[src/hdl/bbc_pkg.sv]
`default_nettype none
// ----------------------------------------------------------------------------
// bbc_pkg
// Shared constants for the blob centroid block: field widths, register
// indexes, reset values and default frame limits.
// ----------------------------------------------------------------------------
package bbc_pkg;

  localparam int PIXEL_W     = 8;
  localparam int COORD_W     = 10;
  localparam int CFG_W       = 11;
  localparam int CFG_INDEX_W = 1;

  localparam logic [PIXEL_W-1:0] BACKGROUND = 8'hFF;

  localparam logic [CFG_INDEX_W-1:0] REG_FRAME_WIDTH  = 1'b0;
  localparam logic [CFG_INDEX_W-1:0] REG_FRAME_HEIGHT = 1'b1;

  localparam logic [CFG_W-1:0] FRAME_WIDTH_RESET  = 11'd1024;
  localparam logic [CFG_W-1:0] FRAME_HEIGHT_RESET = 11'd1024;

  localparam int DEF_MAX_WIDTH  = 1024;
  localparam int DEF_MAX_HEIGHT = 1024;

  // Frames in flight between the accumulator and the divider.
  localparam int QUEUE_DEPTH = 2;

endpackage
`default_nettype wire

[src/hdl/bbc_front.sv]
`default_nettype none
// ----------------------------------------------------------------------------
// bbc_front
// Pixel side: holds frame size registers, tracks raster position, sums hit
// coordinates and pushes one request of totals per finished frame.
// ----------------------------------------------------------------------------
module bbc_front #(
  parameter int MAX_WIDTH  = bbc_pkg::DEF_MAX_WIDTH,
  parameter int MAX_HEIGHT = bbc_pkg::DEF_MAX_HEIGHT,
  parameter int COL_W      = $clog2(MAX_WIDTH),
  parameter int ROW_W      = $clog2(MAX_HEIGHT),
  parameter int HIT_W      = $clog2(MAX_WIDTH * MAX_HEIGHT + 1),
  parameter int SUM_W      = ((COL_W > ROW_W) ? COL_W : ROW_W) + HIT_W
) (
  input  wire logic                              clk,
  input  wire logic                              rst,
  input  wire logic                              cfg_write,
  input  wire logic [bbc_pkg::CFG_INDEX_W-1:0]   cfg_index,
  input  wire logic [bbc_pkg::CFG_W-1:0]         cfg_data,
  input  wire logic                              in_valid,
  output logic                                   in_stall,
  input  wire logic [bbc_pkg::PIXEL_W-1:0]       pixel_value,
  input  wire logic                              q_full,
  output logic                                   q_push,
  output logic [2*SUM_W+HIT_W-1:0]               q_data
);

  localparam int WID_W = $clog2(MAX_WIDTH + 1);
  localparam int HGT_W = $clog2(MAX_HEIGHT + 1);

  logic [bbc_pkg::CFG_W-1:0] frame_width;
  logic [bbc_pkg::CFG_W-1:0] frame_height;
  logic [COL_W-1:0]          column_count;
  logic [ROW_W-1:0]          row_count;
  logic [SUM_W-1:0]          column_sum;
  logic [SUM_W-1:0]          row_sum;
  logic [HIT_W-1:0]          hit_count;

  logic [SUM_W-1:0] column_sum_next;
  logic [SUM_W-1:0] row_sum_next;
  logic [HIT_W-1:0] hit_count_next;
  logic [WID_W-1:0] eff_width;
  logic [HGT_W-1:0] eff_height;
  logic             is_hit;
  logic             accept;
  logic             row_end;
  logic             frame_end;

  // Zero acts as one; oversize saturates to the limit.
  function automatic int clamp_size(input logic [bbc_pkg::CFG_W-1:0] v, input int maxv);
    int r;
    r = int'(v);
    if (v == '0) r = 1;
    else if (r > maxv) r = maxv;
    return r;
  endfunction

  always_comb begin
    eff_width       = WID_W'(clamp_size(frame_width, MAX_WIDTH));
    eff_height      = HGT_W'(clamp_size(frame_height, MAX_HEIGHT));
    is_hit          = (pixel_value != bbc_pkg::BACKGROUND);
    column_sum_next = column_sum + (is_hit ? SUM_W'(column_count) : '0);
    row_sum_next    = row_sum + (is_hit ? SUM_W'(row_count) : '0);
    hit_count_next  = hit_count + (is_hit ? HIT_W'(1) : '0);
    row_end         = !((32'(column_count) + 32'd1) < 32'(eff_width));
    frame_end       = row_end && !((32'(row_count) + 32'd1) < 32'(eff_height));
  end

  assign in_stall = q_full;
  assign accept   = in_valid && !in_stall;
  assign q_push   = accept && frame_end;
  assign q_data   = {column_sum_next, row_sum_next, hit_count_next};

  always_ff @(posedge clk) begin
    if (rst) begin
      frame_width  <= bbc_pkg::FRAME_WIDTH_RESET;
      frame_height <= bbc_pkg::FRAME_HEIGHT_RESET;
    end else if (cfg_write) begin
      case (cfg_index)
        bbc_pkg::REG_FRAME_WIDTH:  frame_width  <= cfg_data;
        bbc_pkg::REG_FRAME_HEIGHT: frame_height <= cfg_data;
        default: ;
      endcase
    end
  end

  always_ff @(posedge clk) begin
    if (rst) begin
      column_count <= '0;
      row_count    <= '0;
      column_sum   <= '0;
      row_sum      <= '0;
      hit_count    <= '0;
    end else if (accept) begin
      if (frame_end) begin
        column_count <= '0;
        row_count    <= '0;
        column_sum   <= '0;
        row_sum      <= '0;
        hit_count    <= '0;
      end else begin
        column_sum <= column_sum_next;
        row_sum    <= row_sum_next;
        hit_count  <= hit_count_next;
        if (row_end) begin
          column_count <= '0;
          row_count    <= row_count + ROW_W'(1);
        end else begin
          column_count <= column_count + COL_W'(1);
        end
      end
    end
  end

endmodule
`default_nettype wire

[src/hdl/bbc_queue.sv]
`default_nettype none
// ----------------------------------------------------------------------------
// bbc_queue
// Small register queue of frame totals between the pixel side and the
// divider.
// ----------------------------------------------------------------------------
module bbc_queue #(
  parameter int ENTRY_W = 8,
  parameter int DEPTH   = bbc_pkg::QUEUE_DEPTH
) (
  input  wire logic               clk,
  input  wire logic               rst,
  input  wire logic               push,
  input  wire logic [ENTRY_W-1:0] push_data,
  input  wire logic               pop,
  output logic [ENTRY_W-1:0]      pop_data,
  output logic                    full,
  output logic                    empty
);

  localparam int PTR_W = (DEPTH > 1) ? $clog2(DEPTH) : 1;
  localparam int CNT_W = $clog2(DEPTH + 1);

  logic [ENTRY_W-1:0] entries [DEPTH];
  logic [PTR_W-1:0]   wr_ptr;
  logic [PTR_W-1:0]   rd_ptr;
  logic [CNT_W-1:0]   fill;

  assign full     = (32'(fill) == 32'(DEPTH));
  assign empty    = (fill == '0);
  assign pop_data = entries[rd_ptr];

  always_ff @(posedge clk) begin
    if (push) entries[wr_ptr] <= push_data;
  end

  always_ff @(posedge clk) begin
    if (rst) begin
      wr_ptr <= '0;
      rd_ptr <= '0;
      fill   <= '0;
    end else begin
      if (push) wr_ptr <= (32'(wr_ptr) == DEPTH - 1) ? '0 : wr_ptr + PTR_W'(1);
      if (pop)  rd_ptr <= (32'(rd_ptr) == DEPTH - 1) ? '0 : rd_ptr + PTR_W'(1);
      case ({push, pop})
        2'b10:   fill <= fill + CNT_W'(1);
        2'b01:   fill <= fill - CNT_W'(1);
        default: fill <= fill;
      endcase
    end
  end

endmodule
`default_nettype wire

[src/hdl/bbc_divider.sv]
`default_nettype none
// ----------------------------------------------------------------------------
// bbc_divider
// Back end: pops frame totals, runs two restoring dividers one quotient bit
// per cycle, and holds the result in an output register.
// ----------------------------------------------------------------------------
module bbc_divider #(
  parameter int HIT_W = 21,
  parameter int SUM_W = 31
) (
  input  wire logic                           clk,
  input  wire logic                           rst,
  input  wire logic                           q_empty,
  output logic                                q_pop,
  input  wire logic [2*SUM_W+HIT_W-1:0]       q_data,
  output logic                                out_valid,
  input  wire logic                           out_stall,
  output logic [bbc_pkg::COORD_W-1:0]         center_x,
  output logic [bbc_pkg::COORD_W-1:0]         center_y,
  output logic                                found
);

  localparam int STEP_W = $clog2(SUM_W + 1);

  typedef enum logic [1:0] {
    ST_IDLE,
    ST_RUN,
    ST_HOLD
  } state_t;

  state_t           state;
  logic [SUM_W-1:0] num_x;
  logic [SUM_W-1:0] num_y;
  logic [HIT_W-1:0] rem_x;
  logic [HIT_W-1:0] rem_y;
  logic [HIT_W-1:0] divisor;
  logic [STEP_W-1:0] step;

  logic [HIT_W:0]   trial_x;
  logic [HIT_W:0]   trial_y;
  logic             ge_x;
  logic             ge_y;
  logic [HIT_W:0]   rem_x_next;
  logic [HIT_W:0]   rem_y_next;
  logic             out_free;
  logic             has_hits;

  always_comb begin
    trial_x    = {rem_x, num_x[SUM_W-1]};
    trial_y    = {rem_y, num_y[SUM_W-1]};
    ge_x       = (trial_x >= {1'b0, divisor});
    ge_y       = (trial_y >= {1'b0, divisor});
    rem_x_next = ge_x ? (trial_x - {1'b0, divisor}) : trial_x;
    rem_y_next = ge_y ? (trial_y - {1'b0, divisor}) : trial_y;
    has_hits   = (divisor != '0);
  end

  assign out_free = !out_valid || !out_stall;
  assign q_pop    = (state == ST_IDLE) && !q_empty;

  always_ff @(posedge clk) begin
    if (rst) begin
      state     <= ST_IDLE;
      out_valid <= 1'b0;
      step      <= '0;
    end else begin
      // Drop a taken result; HOLD reloads the register on its own.
      if (out_valid && !out_stall && state != ST_HOLD) out_valid <= 1'b0;
      case (state)
        ST_IDLE: begin
          if (!q_empty) begin
            num_x   <= q_data[2*SUM_W+HIT_W-1 -: SUM_W];
            num_y   <= q_data[SUM_W+HIT_W-1 -: SUM_W];
            divisor <= q_data[HIT_W-1:0];
            rem_x   <= '0;
            rem_y   <= '0;
            step    <= '0;
            state   <= ST_RUN;
          end
        end
        ST_RUN: begin
          // Shift quotient bits into the dividend register as it drains.
          rem_x <= rem_x_next[HIT_W-1:0];
          rem_y <= rem_y_next[HIT_W-1:0];
          num_x <= {num_x[SUM_W-2:0], ge_x};
          num_y <= {num_y[SUM_W-2:0], ge_y};
          step  <= step + STEP_W'(1);
          if (32'(step) == SUM_W - 1) state <= ST_HOLD;
        end
        ST_HOLD: begin
          if (out_free) begin
            center_x  <= has_hits ? bbc_pkg::COORD_W'(num_x) : '0;
            center_y  <= has_hits ? bbc_pkg::COORD_W'(num_y) : '0;
            found     <= has_hits;
            out_valid <= 1'b1;
            state     <= ST_IDLE;
          end
        end
        default: state <= ST_IDLE;
      endcase
    end
  end

endmodule
`default_nettype wire

[src/hdl/binary_blob_centroid.sv]
`default_nettype none
// ----------------------------------------------------------------------------
// binary_blob_centroid
// Centroid of the non-background (not 255) pixels of a raster-order frame.
// ----------------------------------------------------------------------------
// Pixels are taken one per clock while the input is not stalled, in raster
// order, with no gaps needed between frames. Column and row are tracked
// internally from frame_width and frame_height (register 0 and 1; zero acts
// as one, larger than the limit saturates). A size change applies at once,
// so write it between frames. After the last pixel of a frame the totals go
// into a two-entry queue, and a back end divides both sums by the hit count
// with restoring dividers that produce one quotient bit per clock. One
// result follows each frame. SUM_W is the coordinate width plus the hit
// counter width (31 at the default 1024 x 1024 limits). The pixel input
// stalls only while both queue entries are taken, so short frames are paced
// by the divider, which takes the next frame's totals only once it has
// finished the last. An empty frame gives zero coordinates with found clear.
// ----------------------------------------------------------------------------
module binary_blob_centroid #(
  parameter int MAX_WIDTH  = bbc_pkg::DEF_MAX_WIDTH,
  parameter int MAX_HEIGHT = bbc_pkg::DEF_MAX_HEIGHT
) (
  input  wire logic                            clk,
  input  wire logic                            rst,
  // configuration write
  input  wire logic                            cfg_valid,
  output logic                                 cfg_ready,
  input  wire logic [bbc_pkg::CFG_INDEX_W-1:0] cfg_index,
  input  wire logic [bbc_pkg::CFG_W-1:0]       cfg_data,
  // pixel input
  input  wire logic                            in_valid,
  output logic                                 in_stall,
  input  wire logic [bbc_pkg::PIXEL_W-1:0]     pixel_value,
  // centroid output
  output logic                                 out_valid,
  input  wire logic                            out_stall,
  output logic [bbc_pkg::COORD_W-1:0]          center_x,
  output logic [bbc_pkg::COORD_W-1:0]          center_y,
  output logic                                 found
);

  localparam int COL_W   = $clog2(MAX_WIDTH);
  localparam int ROW_W   = $clog2(MAX_HEIGHT);
  localparam int HIT_W   = $clog2(MAX_WIDTH * MAX_HEIGHT + 1);
  localparam int SUM_W   = ((COL_W > ROW_W) ? COL_W : ROW_W) + HIT_W;
  localparam int ENTRY_W = 2 * SUM_W + HIT_W;

  logic               q_push;
  logic               q_pop;
  logic               q_full;
  logic               q_empty;
  logic [ENTRY_W-1:0] q_push_data;
  logic [ENTRY_W-1:0] q_pop_data;

  // Registers are always writable; the user must keep the block idle whenever they change, as the block does not check.
  assign cfg_ready = 1'b1;

  bbc_front #(
    .MAX_WIDTH  (MAX_WIDTH),
    .MAX_HEIGHT (MAX_HEIGHT),
    .COL_W      (COL_W),
    .ROW_W      (ROW_W),
    .HIT_W      (HIT_W),
    .SUM_W      (SUM_W)
  ) u_front (
    .clk         (clk),
    .rst         (rst),
    .cfg_write   (cfg_valid && cfg_ready),
    .cfg_index   (cfg_index),
    .cfg_data    (cfg_data),
    .in_valid    (in_valid),
    .in_stall    (in_stall),
    .pixel_value (pixel_value),
    .q_full      (q_full),
    .q_push      (q_push),
    .q_data      (q_push_data)
  );

  // Hold finished frame totals until the divider is free.
  bbc_queue #(
    .ENTRY_W (ENTRY_W),
    .DEPTH   (bbc_pkg::QUEUE_DEPTH)
  ) u_queue (
    .clk       (clk),
    .rst       (rst),
    .push      (q_push),
    .push_data (q_push_data),
    .pop       (q_pop),
    .pop_data  (q_pop_data),
    .full      (q_full),
    .empty     (q_empty)
  );

  bbc_divider #(
    .HIT_W (HIT_W),
    .SUM_W (SUM_W)
  ) u_divider (
    .clk       (clk),
    .rst       (rst),
    .q_empty   (q_empty),
    .q_pop     (q_pop),
    .q_data    (q_pop_data),
    .out_valid (out_valid),
    .out_stall (out_stall),
    .center_x  (center_x),
    .center_y  (center_y),
    .found     (found)
  );

  // Never push a frame request into a full queue.
  assert property (@(posedge clk) disable iff (rst) q_push |-> !q_full)
    else $error("frame request pushed into full queue");

  // Never pop a request from an empty queue.
  assert property (@(posedge clk) disable iff (rst) q_pop |-> !q_empty)
    else $error("divider popped empty queue");

  // An empty frame reports zero coordinates.
  assert property (@(posedge clk) disable iff (rst)
    (out_valid && !found) |-> (center_x == '0 && center_y == '0))
    else $error("empty frame result with nonzero coordinates");

endmodule
`default_nettype wire

[config.mk]
export PLATFORM = sky130hd
export DESIGN_NAME = binary_blob_centroid
export DESIGN_NICKNAME = d
export VERILOG_FILES = /design/src/hdl/bbc_pkg.sv /design/src/hdl/bbc_front.sv /design/src/hdl/bbc_queue.sv /design/src/hdl/bbc_divider.sv /design/src/hdl/binary_blob_centroid.sv
export SDC_FILE = /design/constraint.sdc
export NUM_CORES = 1
export LEC_CHECK = 0
export BUFFER_PORTS_ARGS = -buffer_cell sky130_fd_sc_hd__buf_2
export CORE_ASPECT_RATIO = 0.5
export CORE_MARGIN = 3
export CORE_UTILIZATION = 59
export DETAILED_ROUTE_END_ITERATION = 16
export GPL_TIMING_DRIVEN = 1
export PLACE_DENSITY = 0.82
export SETUP_SLACK_MARGIN = 0.02
export SKIP_LAST_GASP = 1
export SLEW_MARGIN = 20
export SYNTH_ARGS = -nofsm -noshare
export SYNTH_HDL_FRONTEND = slang
export SYNTH_SLANG_ARGS = --single-unit
[constraint.sdc]
create_clock -name clk -period 8.65 [get_ports clk]
set_input_delay 0.865 -clock clk [delete_from_list [all_inputs] [get_ports clk]]
set_output_delay 0.865 -clock clk [all_outputs]
set_load 0.02 [all_outputs]
## After elaboration in Yosys (flattened, before gate mapping)

Memories as Yosys holds them, arrays and structs flattened. A register that Yosys moved wholly into a read port is not among the register bits.
Index checks and enable logic that the tools add are counted.

| storage, ports and cells | value |
|---|---|
| output and inout port bits | 24 |
| bits of input ports | 25 |
| word-level logic and storage cells | 124 |
| memory bits (writable) | 166 |
| register bits | 283 |
| memories | 1 |

| operators by class | value |
|---|---|
| $lt $le $gt $ge | 6 |
| bitwise gates (word level) | 3 |
| mux-type cells | 39 |
| reduce and logical (&&, ||, !) cells | 28 |
| add/sub/neg operators | 14 |
| equal/unequal tests | 12 |

Memories:

| memory | words | width | read ports | clocked after memory_dff | wr ports | RTL line | text |
|---|---|---|---|---|---|---|---|
| u_queue.entries | 2 | 83 | 1 | 1 | 1 | bbc_queue.sv:24 | `logic [ENTRY_W-1:0] entries [DEPTH];` |

Operators with widths:

| kind | number |
|---|---|
| 31-bit two-way mux | 4 |
| 31-bit one-hot mux with 2 select lines | 2 |
| 21-bit two-way mux | 4 |
| 21-bit one-hot mux with 2 select lines | 2 |
| 32-bit by 11-bit less-than comparator with 1-bit output | 2 |
| 31-bit adder | 2 |
| 10-bit two-way mux | 6 |
| 22-bit by 21-bit >= comparator with 1-bit output | 2 |
| 11-bit two-way mux | 4 |
| 21-bit subtractor | 2 |
| 10-bit by 1-bit adder with 11-bit output, second input constant | 2 |
| 11-bit greater-than comparator, second input constant | 2 |
| 11-bit logical NOT | 2 |
| 21-bit adder | 1 |
| 21-bit nonzero test | 1 |
| 10-bit by 1-bit adder with 10-bit output, second input constant | 2 |
| 3-bit AND reduction | 4 |
| 1-bit two-way mux | 10 |
| 5-bit one-hot mux with 2 select lines | 1 |
| 8-bit inequality test, second input constant | 1 |
| 2-bit AND reduction | 4 |
| 2-bit == test, second input constant | 3 |
| 1-bit logical AND | 6 |
| 1-bit logical NOT | 6 |
| 16 further kinds | 27 |

## Longest topological paths before layout

Gate-level depths: netlist of the first run.

| logic depth | value |
|---|---|
| depth after elaboration | 9 |
| mapped depth | 18 |

## Hierarchy

Synthesis of the first run repeated with hierarchy kept, for this count alone.

| second synthesis, totals | value |
|---|---|
| cells, all modules | 2208 |
| area total of the unflattened synthesis | 22943.3 µm² |

Modules (own cells, without submodules):

| module | times used | cells an instance | seq. area each (µm²) | area each (µm²) |
|---|---|---|---|---|
| bbc_divider | 1 | 876 | 4544.4 | 8693.3 |
| bbc_front | 1 | 1050 | 2502.4 | 8051.5 |
| bbc_queue | 1 | 280 | 5084.9 | 6187.2 |
| binary_blob_centroid | 1 | 2 | 0.0 | 11.3 |

## Least setup slack after synthesis of the first run

Ideal clock, no wire load.

| path | value |
|---|---|
| path type | register to register |
| from | register u_front.column_count[0] |
| to | memory u_queue.entries[0][0] in the netlist's numbering, enable pin |
| setup time | 0.525 ns |
| path buffers | 0 |
| setup slack | 2.081 ns |
| arrival time | 6.044 ns |
| required time | 8.125 ns |
| cell stages (with the launch flop) | 14 |
| path through | dfxtp_1 ha_1 and3_1 and3_1 and3_1 and3_1 ha_1 nand4_1 nor3_1 a21o_1 nand2_1 nor2_1 inv_1 nor2_1 |

| on the way | value |
|---|---|
| word-level cells in the longest chain between the ends | 7 |

RTL lines:

| what | RTL line | text |
|---|---|---|
| start, declared | bbc_front.sv:33 | `logic [COL_W-1:0] column_count;` |
| start signal, assigned | bbc_front.sv:109 | `column_count <= column_count + COL_W'(1);` |
| 10-bit by 1-bit adder with 11-bit output | bbc_front.sv:65 | `row_end = !((32'(column_count) + 32'd1) < 32'(eff_width));` |
| 32-bit by 11-bit less-than comparator with 1-bit output | bbc_front.sv:65 |  |
| 1-bit logical NOT | bbc_front.sv:65 |  |
| 1-bit logical AND | bbc_front.sv:66 | `frame_end = row_end && !((32'(row_count) + 32'd1) < 32'(eff_height));` |
| 1-bit logical AND | bbc_front.sv:71 | `assign q_push = accept && frame_end;` |
| 1-bit two-way mux | bbc_queue.sv:34 | `if (push) entries[wr_ptr] <= push_data;` |
| 1-bit two-way mux (implied by the code) | bbc_queue.sv:34 |  |
| end, declared | bbc_queue.sv:24 |  |

No other way between the ends.

## Worst setup path after layout of the first run

| path | value |
|---|---|
| from | register u_front.column_count[0] |
| to | memory u_queue.entries[0][81] in the netlist's numbering, enable pin |

The elaborated chain is that of the path after synthesis.

==> impl_metrics.env, run 1 <==
export IMPL_status="finished, final reports clean"
export IMPL_cp_max_fo=69
export IMPL_grt_max_degree=70
export IMPL_initial_core_util=0.6129
export IMPL_area_delta_synth_final_pct=9.613
export IMPL_fmax_ghz=0.2051
export IMPL_ys_warn_count=0
export IMPL_syn_avg_cell_area_um2=11.28
export IMPL_drtIter0Drc=1271
export IMPL_r2r_setup_slack_ns=3.78
export IMPL_power_w=0.005963
export IMPL_worstSkewPairLatency_ns=0.55
export IMPL_hold_path_class="reg -> reg"
export IMPL_path_buf_inv=2
export IMPL_drive_above_1_share=0.09707
export IMPL_io_pins=49
export IMPL_gp_congestion=0.8554
export IMPL_io_buffers=47
export IMPL_synth_flop_cell="edfxtp_1"
export IMPL_antenna_found_initial=0
export IMPL_yosysUniqueCellTypes=75
export IMPL_remaining_drc_errors=0
export IMPL_slowest_stage="buf_4"
export IMPL_grt_pass1_vias=14250
export IMPL_firstDrtPassIters=5
export IMPL_path_delay_family="simple AND/OR/NAND/NOR gates"
export IMPL_cts_resized=0
export IMPL_crit_path_start_kind="flip-flop"
export IMPL_cpMostUsedCell="and3_1"
export IMPL_syn_inst=1916
export IMPL_setup_viol_count_final=0
export IMPL_ff2ff_path_depth=14
export IMPL_routed_via_density=5.904
export IMPL_crit_chain="ha_1, and3_1, and3_1, and3_1, and3_1, ha_1, nand4_1, nor3_1, a21o_1, nand2_1, nor2_1, inv_1, nor2_4, buf_4"
export IMPL_mappedNetlistNets=2034
export IMPL_postCtsSetupRepairBufs=0
export IMPL_drt_wirelength_per_cell_um=17.78
export IMPL_rows=48
export IMPL_tns_ns=0
export IMPL_cts_hold_buf=0
export IMPL_synth_area_leaders="edfxtp_1, dfxtp_1, ha_1"
export IMPL_core_um2=35250
export IMPL_num_vias=14480
export IMPL_drt_wl_total_mm=43.61
export IMPL_synth_seq_cells=450
export IMPL_finalCritPeriodShare=0.5635
export IMPL_required_ns=8.81
export IMPL_ir_drop_uv=140.1
export IMPL_max_slew_margin_rel=0.2981
export IMPL_async_flop_share=0
export IMPL_cts_root_buf="clkbuf_16"
export IMPL_maxCapViolCount=0
export IMPL_skew_ns=0.01713
export IMPL_min_to="u_front.frame_height[2]"
export IMPL_ys_seq_area_frac=0.5615
export IMPL_holdPathStages=2
export IMPL_dpl_hpwl_mm=27.47
export IMPL_cts_sinks=450
export IMPL_clk_pin_slew_ns=0.07
export IMPL_die_y_um=141.3
export IMPL_fp_dieW_um=276.6
export IMPL_cp_end_kind="flip-flop"
export IMPL_grt_setup_unrepaired="no"
export IMPL_fin_nets=2064
export IMPL_p_leak_nw=8.719
export IMPL_synth_edf_count=312
export IMPL_numCtsBuffers=40
export IMPL_cts_tree="built"
export IMPL_tightest_slew_ns=1.053
export IMPL_ant_nets=0
export IMPL_yosysTopAreaCellShare=0.4336
export IMPL_slowest_delay_ns=0.79
export IMPL_grt_pass1_wl_mm=71.59
export IMPL_crit_type="reg -> reg"
export IMPL_htreeDepth=2
export IMPL_antenna_cells=0
export IMPL_r2r_end="u_queue.entries[0][81]"
export IMPL_netlist_area_um2=21610
export IMPL_slew_violations=0
export IMPL_pwr_density_cell_nw_per_um2=251.8
export IMPL_synth_top_area_cell="edfxtp_1"
export IMPL_track_usage=0.2236
export IMPL_reg2reg_from="u_front.column_count[0]"
export IMPL_final_hold_viol_count=0
export IMPL_crit_arrival_ns=5.04
export IMPL_die_area_um2=39090
export IMPL_grt_overflow_total=0
export IMPL_hp_start="u_front.frame_height[2]"
export IMPL_period_needed_ns=4.875
export IMPL_cts_buffer_depth=3
==> cell usage after synthesis (21+ instances only) <==
cell type,n
edfxtp_1,312
nand2_1,213
nor2_1,158
dfxtp_1,138
o21ai_0,130
a21oi_1,90
ha_1,89
mux2i_1,87
xnor2_1,83
xor2_1,67
clkbuf_1,52
a22o_1,50
inv_1,49
nand3_1,43
nor2b_1,33
and2_1,26
nor3_1,26
and3_1,25
a21o_1,23
nand4_1,23
mux2_2,21
==> power by group <==
part / switching [W] / internal, W / total, W
clock network: 0.000805 / 0.00106 / 0.00186
registers: 0.000100 / 0.00258 / 0.00268
logic: 0.000887 / 0.000538 / 0.00142
total: 0.00179 / 0.00417 / 0.00596
==> placed cells by master, fill, tap and decap left out, drive strengths merged, types with 7 or more instances in the layout <==
cell type / count
nand4: 23
nor4: 12
a21o: 23
a31oi: 9
nor3: 26
xor2: 67
or3: 12
buf: 62
o21a: 11
edfxtp: 312
mux2: 21
and3: 26
nand3b: 7
dfxtp: 138
nand2: 213
a22o: 50
and2: 27
mux2i: 87
ha: 89
o22ai: 7
clkinv: 15
a21oi: 91
inv: 50
xnor2: 83
o21ai: 133
nor2b: 33
clkbuf: 55
nand3: 44
nand2b: 11
or2: 7
a211oi: 9
nor2: 159
==> cell type report <==
cell class,instances,area (µm²)
clock buffers,55,1181
clock inverters,19,201.4
fillers,2500,11570
inverters,51,191.4
multi-input cells,1341,9027
flip-flops and latches,450,12140
well taps,475,594.3
repair buffers,62,351.6
==> metal layers <==
metal | up-vias | wire (µm) | GRT usage
li1 | 7001 | - | -
met1 | 7008 | 19360 | 0.2985
met2 | 402 | 20910 | 0.3854
met3 | 72 | 2503 | 0.03338
met4 | 0 | 835 | 0.06429
met5 | - | 0 | 0
==> how the worst max path moves through the flow <==
stage | end | depth (start not counted) | startpoint | slack (ns)
finish | u_queue.entries[0][81] | 14 | u_front.column_count[0] | 3.78
global route | u_queue.entries[0][50] | 14 | u_front.column_count[0] | 3.40
CTS | u_queue.entries[0][15] | 14 | u_front.column_count[0] | 3.81
detailed placement | u_queue.entries[0][47] | 14 | u_front.column_count[0] | 3.85
global placement | u_queue.entries[0][47] | 14 | u_front.column_count[0] | 3.97
floorplan | u_queue.entries[0][0] | 13 | u_front.column_count[0] | 2.08
==> flip-flops by register name (all words and copies together) (netlist names), 21 cells and up, named ones only <==
register,count
u_divider.divisor,21
u_divider.rem_y,21
u_front.column_sum,31
u_divider.num_y,31
u_divider.num_x,31
u_divider.rem_x,21
u_queue.entries,166
u_front.hit_count,21
u_front.row_sum,31
==> worst register-to-register path, delay by kind of cell, from the launching register on <==
kind                       cells  cell delay (ns)
and+or+nand+nor                9             2.07
buffers and inverters          2             0.93
adders and majority gates      2             0.57
AOI/OAI and AO/OA              1             0.40
DFF                            1             0.36
==> metrics by stage <==
step	utilization	setup slack [ns]	hold slack [ns]	area [µm²]	std cells
2_1_floorplan	-	2.081	0.4395	21610	1916
3_3_place_gp	0.6321	3.974	0.4585	22280	2379
3_5_place_dp	0.6323	3.853	0.4618	22290	2379
4_1_cts	0.6715	3.806	0.4728	23670	2453
5_1_grt	0.6718	3.397	0.4878	23680	2453
6_report	0.6718	3.775	0.4717	23680	2453
==> logic make-up (layout without fill, tap and decap cells) <==
group | Yosys count | in the layout | synth area share
mux | 108 | 108 | 0.05125
fa+ha+maj | 93 | 93 | 0.05525
other cells | 1 | 1 | 0.0001736
compound gates | 379 | 379 | 0.1146
buf+inv | 125 | 187 | 0.02392
xor+xnor | 150 | 150 | 0.06081
simple gates | 610 | 610 | 0.1325
flops | 450 | 450 | 0.5615
Note: power is estimated with default switching activity, not from simulation.
==> run 2, diff against run 1 <==
==> constraint.sdc (replaced) <==
create_clock -name clk -period 5.05 [get_ports clk]
set_input_delay 0.505 -clock clk [delete_from_list [all_inputs] [get_ports clk]]
set_output_delay 0.505 -clock clk [all_outputs]
set_load 0.02 [all_outputs]
==> run 2 against run 1 <==
Compared with the run above: setup slack got worse by 3.0 ns; final area fell by 0.18%; worst hold slack worse by 0.29 ns; flip-flop and latch count stayed put; maximum frequency grew 15%; sequential share of layout area up 0.092 points; routed wire length is 0.94% lower; first-iteration DRC count fell by 16%; sequential power up 72%; non-clock buffer count grew 6; cell count is 0.16% higher; largest cell class unchanged.
==> impl_metrics.env, run 2 (synthesis results as in run 1) <==
export IMPL_grt_max_degree=84
export IMPL_dpl_hpwl_mm=28.82
export IMPL_cp_max_fo=39
export IMPL_path_delay_family="simple AND/OR/NAND/NOR gates"
export IMPL_final_hold_viol_count=0
export IMPL_top_register="u_queue.entries"
export IMPL_maxCapViolCount=0
export IMPL_crit_arrival_ns=4.46
export IMPL_track_usage=0.2204
export IMPL_min_to="u_front.frame_width[10]"
export IMPL_setup_viol_count_final=0
export IMPL_reg2reg_from="u_front.column_count[0]"
export IMPL_holdPathStages=2
export IMPL_cpMostUsedCell="and3_1"
export IMPL_max_slew_margin_rel=0.2995
export IMPL_fp_dieW_um=276.6
export IMPL_io_buffers=47
export IMPL_slowest_delay_ns=0.49
export IMPL_final_cell_mix="edfxtp_1, nand2_1, nor2_1, dfxtp_1, o21ai_0"
export IMPL_final_setup_worst_slack_ns=0.8082
export IMPL_antenna_found_initial=0
export IMPL_rows=48
export IMPL_drt_wirelength_per_cell_um=17.58
export IMPL_period_needed_ns=4.242
export IMPL_fmax_ghz=0.2358
export IMPL_numCtsBuffers=39
export IMPL_hold_path_class="in -> reg"
export IMPL_drtIter0Drc=1072
export IMPL_die_area_um2=39090
export IMPL_cp_end_kind="flip-flop"
export IMPL_crit_chain="ha_1, and3_1, and3_1, and3_1, and3_1, ha_1, nand4_1, nor3_1, a21o_1, nand2_1, nor2_1, and2_4, buf_12"
export IMPL_p_leak_nw=8.690
export IMPL_core_um2=35250
export IMPL_hp_start="cfg_data[10]"
export IMPL_grt_pass1_wl_mm=70.54
export IMPL_grt_overflow_total=0
export IMPL_routed_via_density=5.886
export IMPL_ir_drop_uv=316.5
export IMPL_gp_congestion=0.8651
export IMPL_slew_violations=0
export IMPL_initial_core_util=0.6129
export IMPL_cts_tree="built"
export IMPL_cts_resized=0
export IMPL_dpl_worst_slack_ns=0.8447
export IMPL_dr_wl_met2_mm=21.16
export IMPL_grt_setup_unrepaired="no"
export IMPL_drt_wl_total_mm=43.20
export IMPL_crit_path_start_kind="flip-flop"
export IMPL_status="finished, final reports clean"
export IMPL_num_vias=14460
export IMPL_remaining_drc_errors=0
export IMPL_die_y_um=141.3
export IMPL_tightest_slew_ns=1.042
export IMPL_fin_nets=2069
export IMPL_r2r_end="u_queue.entries[1][15]"
export IMPL_wl_met3_mm=2.465
export IMPL_worstSkewPairLatency_ns=0.55
export IMPL_drive_above_1_share=0.09440
export IMPL_postCtsSetupRepairBufs=0
export IMPL_cts_buffer_depth=3
export IMPL_firstDrtPassIters=5
export IMPL_largest_register_ffs=166
export IMPL_ff2ff_path_depth=13
export IMPL_crit_start="u_front.column_count[0]"
export IMPL_wl_met1_mm=18.91
export IMPL_crit_type="reg -> reg"
export IMPL_io_pins=49
export IMPL_top_layer="met4"
export IMPL_cts_sinks=450
export IMPL_slowest_stage="and2_4"
export IMPL_finalCritPeriodShare=0.8400
export IMPL_ant_nets=0
export IMPL_htreeDepth=2
export IMPL_required_ns=5.27
export IMPL_cts_hold_buf=0
export IMPL_tns_ns=0
export IMPL_grt_pass1_vias=14150
export IMPL_clk_pin_slew_ns=0.07
export IMPL_pwr_density_cell_nw_per_um2=421.8
export IMPL_cts_root_buf="clkbuf_16"
export IMPL_skew_ns=0.01935
export IMPL_final_common_cell="edfxtp_1"
export IMPL_area_delta_synth_final_pct=9.416
export IMPL_r2r_setup_slack_ns=0.81
export IMPL_path_buf_inv=1
run 2: changes by cell type in the layout (fill, tap and decap cells not counted), moves of 2 or more:
| cell | change |
|---|---|
| clkbuf_1 | +5 |
| inv_6 | +3 |
| bufinv_16 | -2 |
| clkinv_4 | -4 |
| buf_12 | +3 |
| clkinv_1 | +2 |
| clkbuf_16 | -3 |
| buf_4 | +3 |
| clkinv_2 | -2 |
run 2: layout make-up:
| type | instances | area [µm²] |
|---|---|---|
| Clock inverter | 15 | 132.6 |
| Timing Repair Buffer | 68 | 450.4 |
| Clock buffer | 56 | 1111 |
| Multi-Input combinational cell | 1341 | 9022 |
| Tap cell | 475 | 594.3 |
| Inverter | 51 | 191.4 |
| Fill cell | 2550 | 11610 |
| Antenna cell | 1 | 2.502 |
| Sequential cell | 450 | 12140 |
run 2: worst max path at each step:
| stage | endpoint | slack, ns | depth (start not counted) |
|---|---|---|---|
| floorplan | u_queue.entries[1][0] | 0.12 | 12 |
| detailed placement | u_queue.entries[1][49] | 0.84 | 13 |
| global placement | u_queue.entries[1][4] | 1.01 | 13 |
| CTS | u_queue.entries[1][48] | 0.81 | 13 |
| finish | u_queue.entries[1][15] | 0.81 | 13 |
| global route | u_queue.entries[1][48] | 0.46 | 13 |
run 2: metrics by stage:
stage / power (W) / util / cell area (µm²) / std cells / hold slack (ns)
4_1_cts: 0.01001 / 0.6695 / 23600 / 2455 / 0.1644
5_1_grt: 0.01051 / 0.6705 / 23640 / 2456 / 0.1575
6_report: 0.009972 / 0.6706 / 23640 / 2457 / 0.1842
3_5_place_dp: 0.007074 / 0.6342 / 22360 / 2384 / 0.4666
3_3_place_gp: 0.007000 / 0.6342 / 22360 / 2384 / 0.4576
2_1_floorplan: 0.006534 / - / 21620 / 1916 / 0.4395
run 2: power by group:
part	internal (W)	switching, W
combinational	0.000946	0.00147
clock	0.00160	0.00134
sequential	0.00441	0.000196
run 2: routing by layer:
| layer | track usage | vias to the layer above |
|---|---|---|
| met1 | 0.2907 | 6996 |
| met5 | 0 | - |
| met4 | 0.05160 | 0 |
| met2 | 0.3897 | 374 |
| met3 | 0.03305 | 64 |
| li1 | - | 7027 |
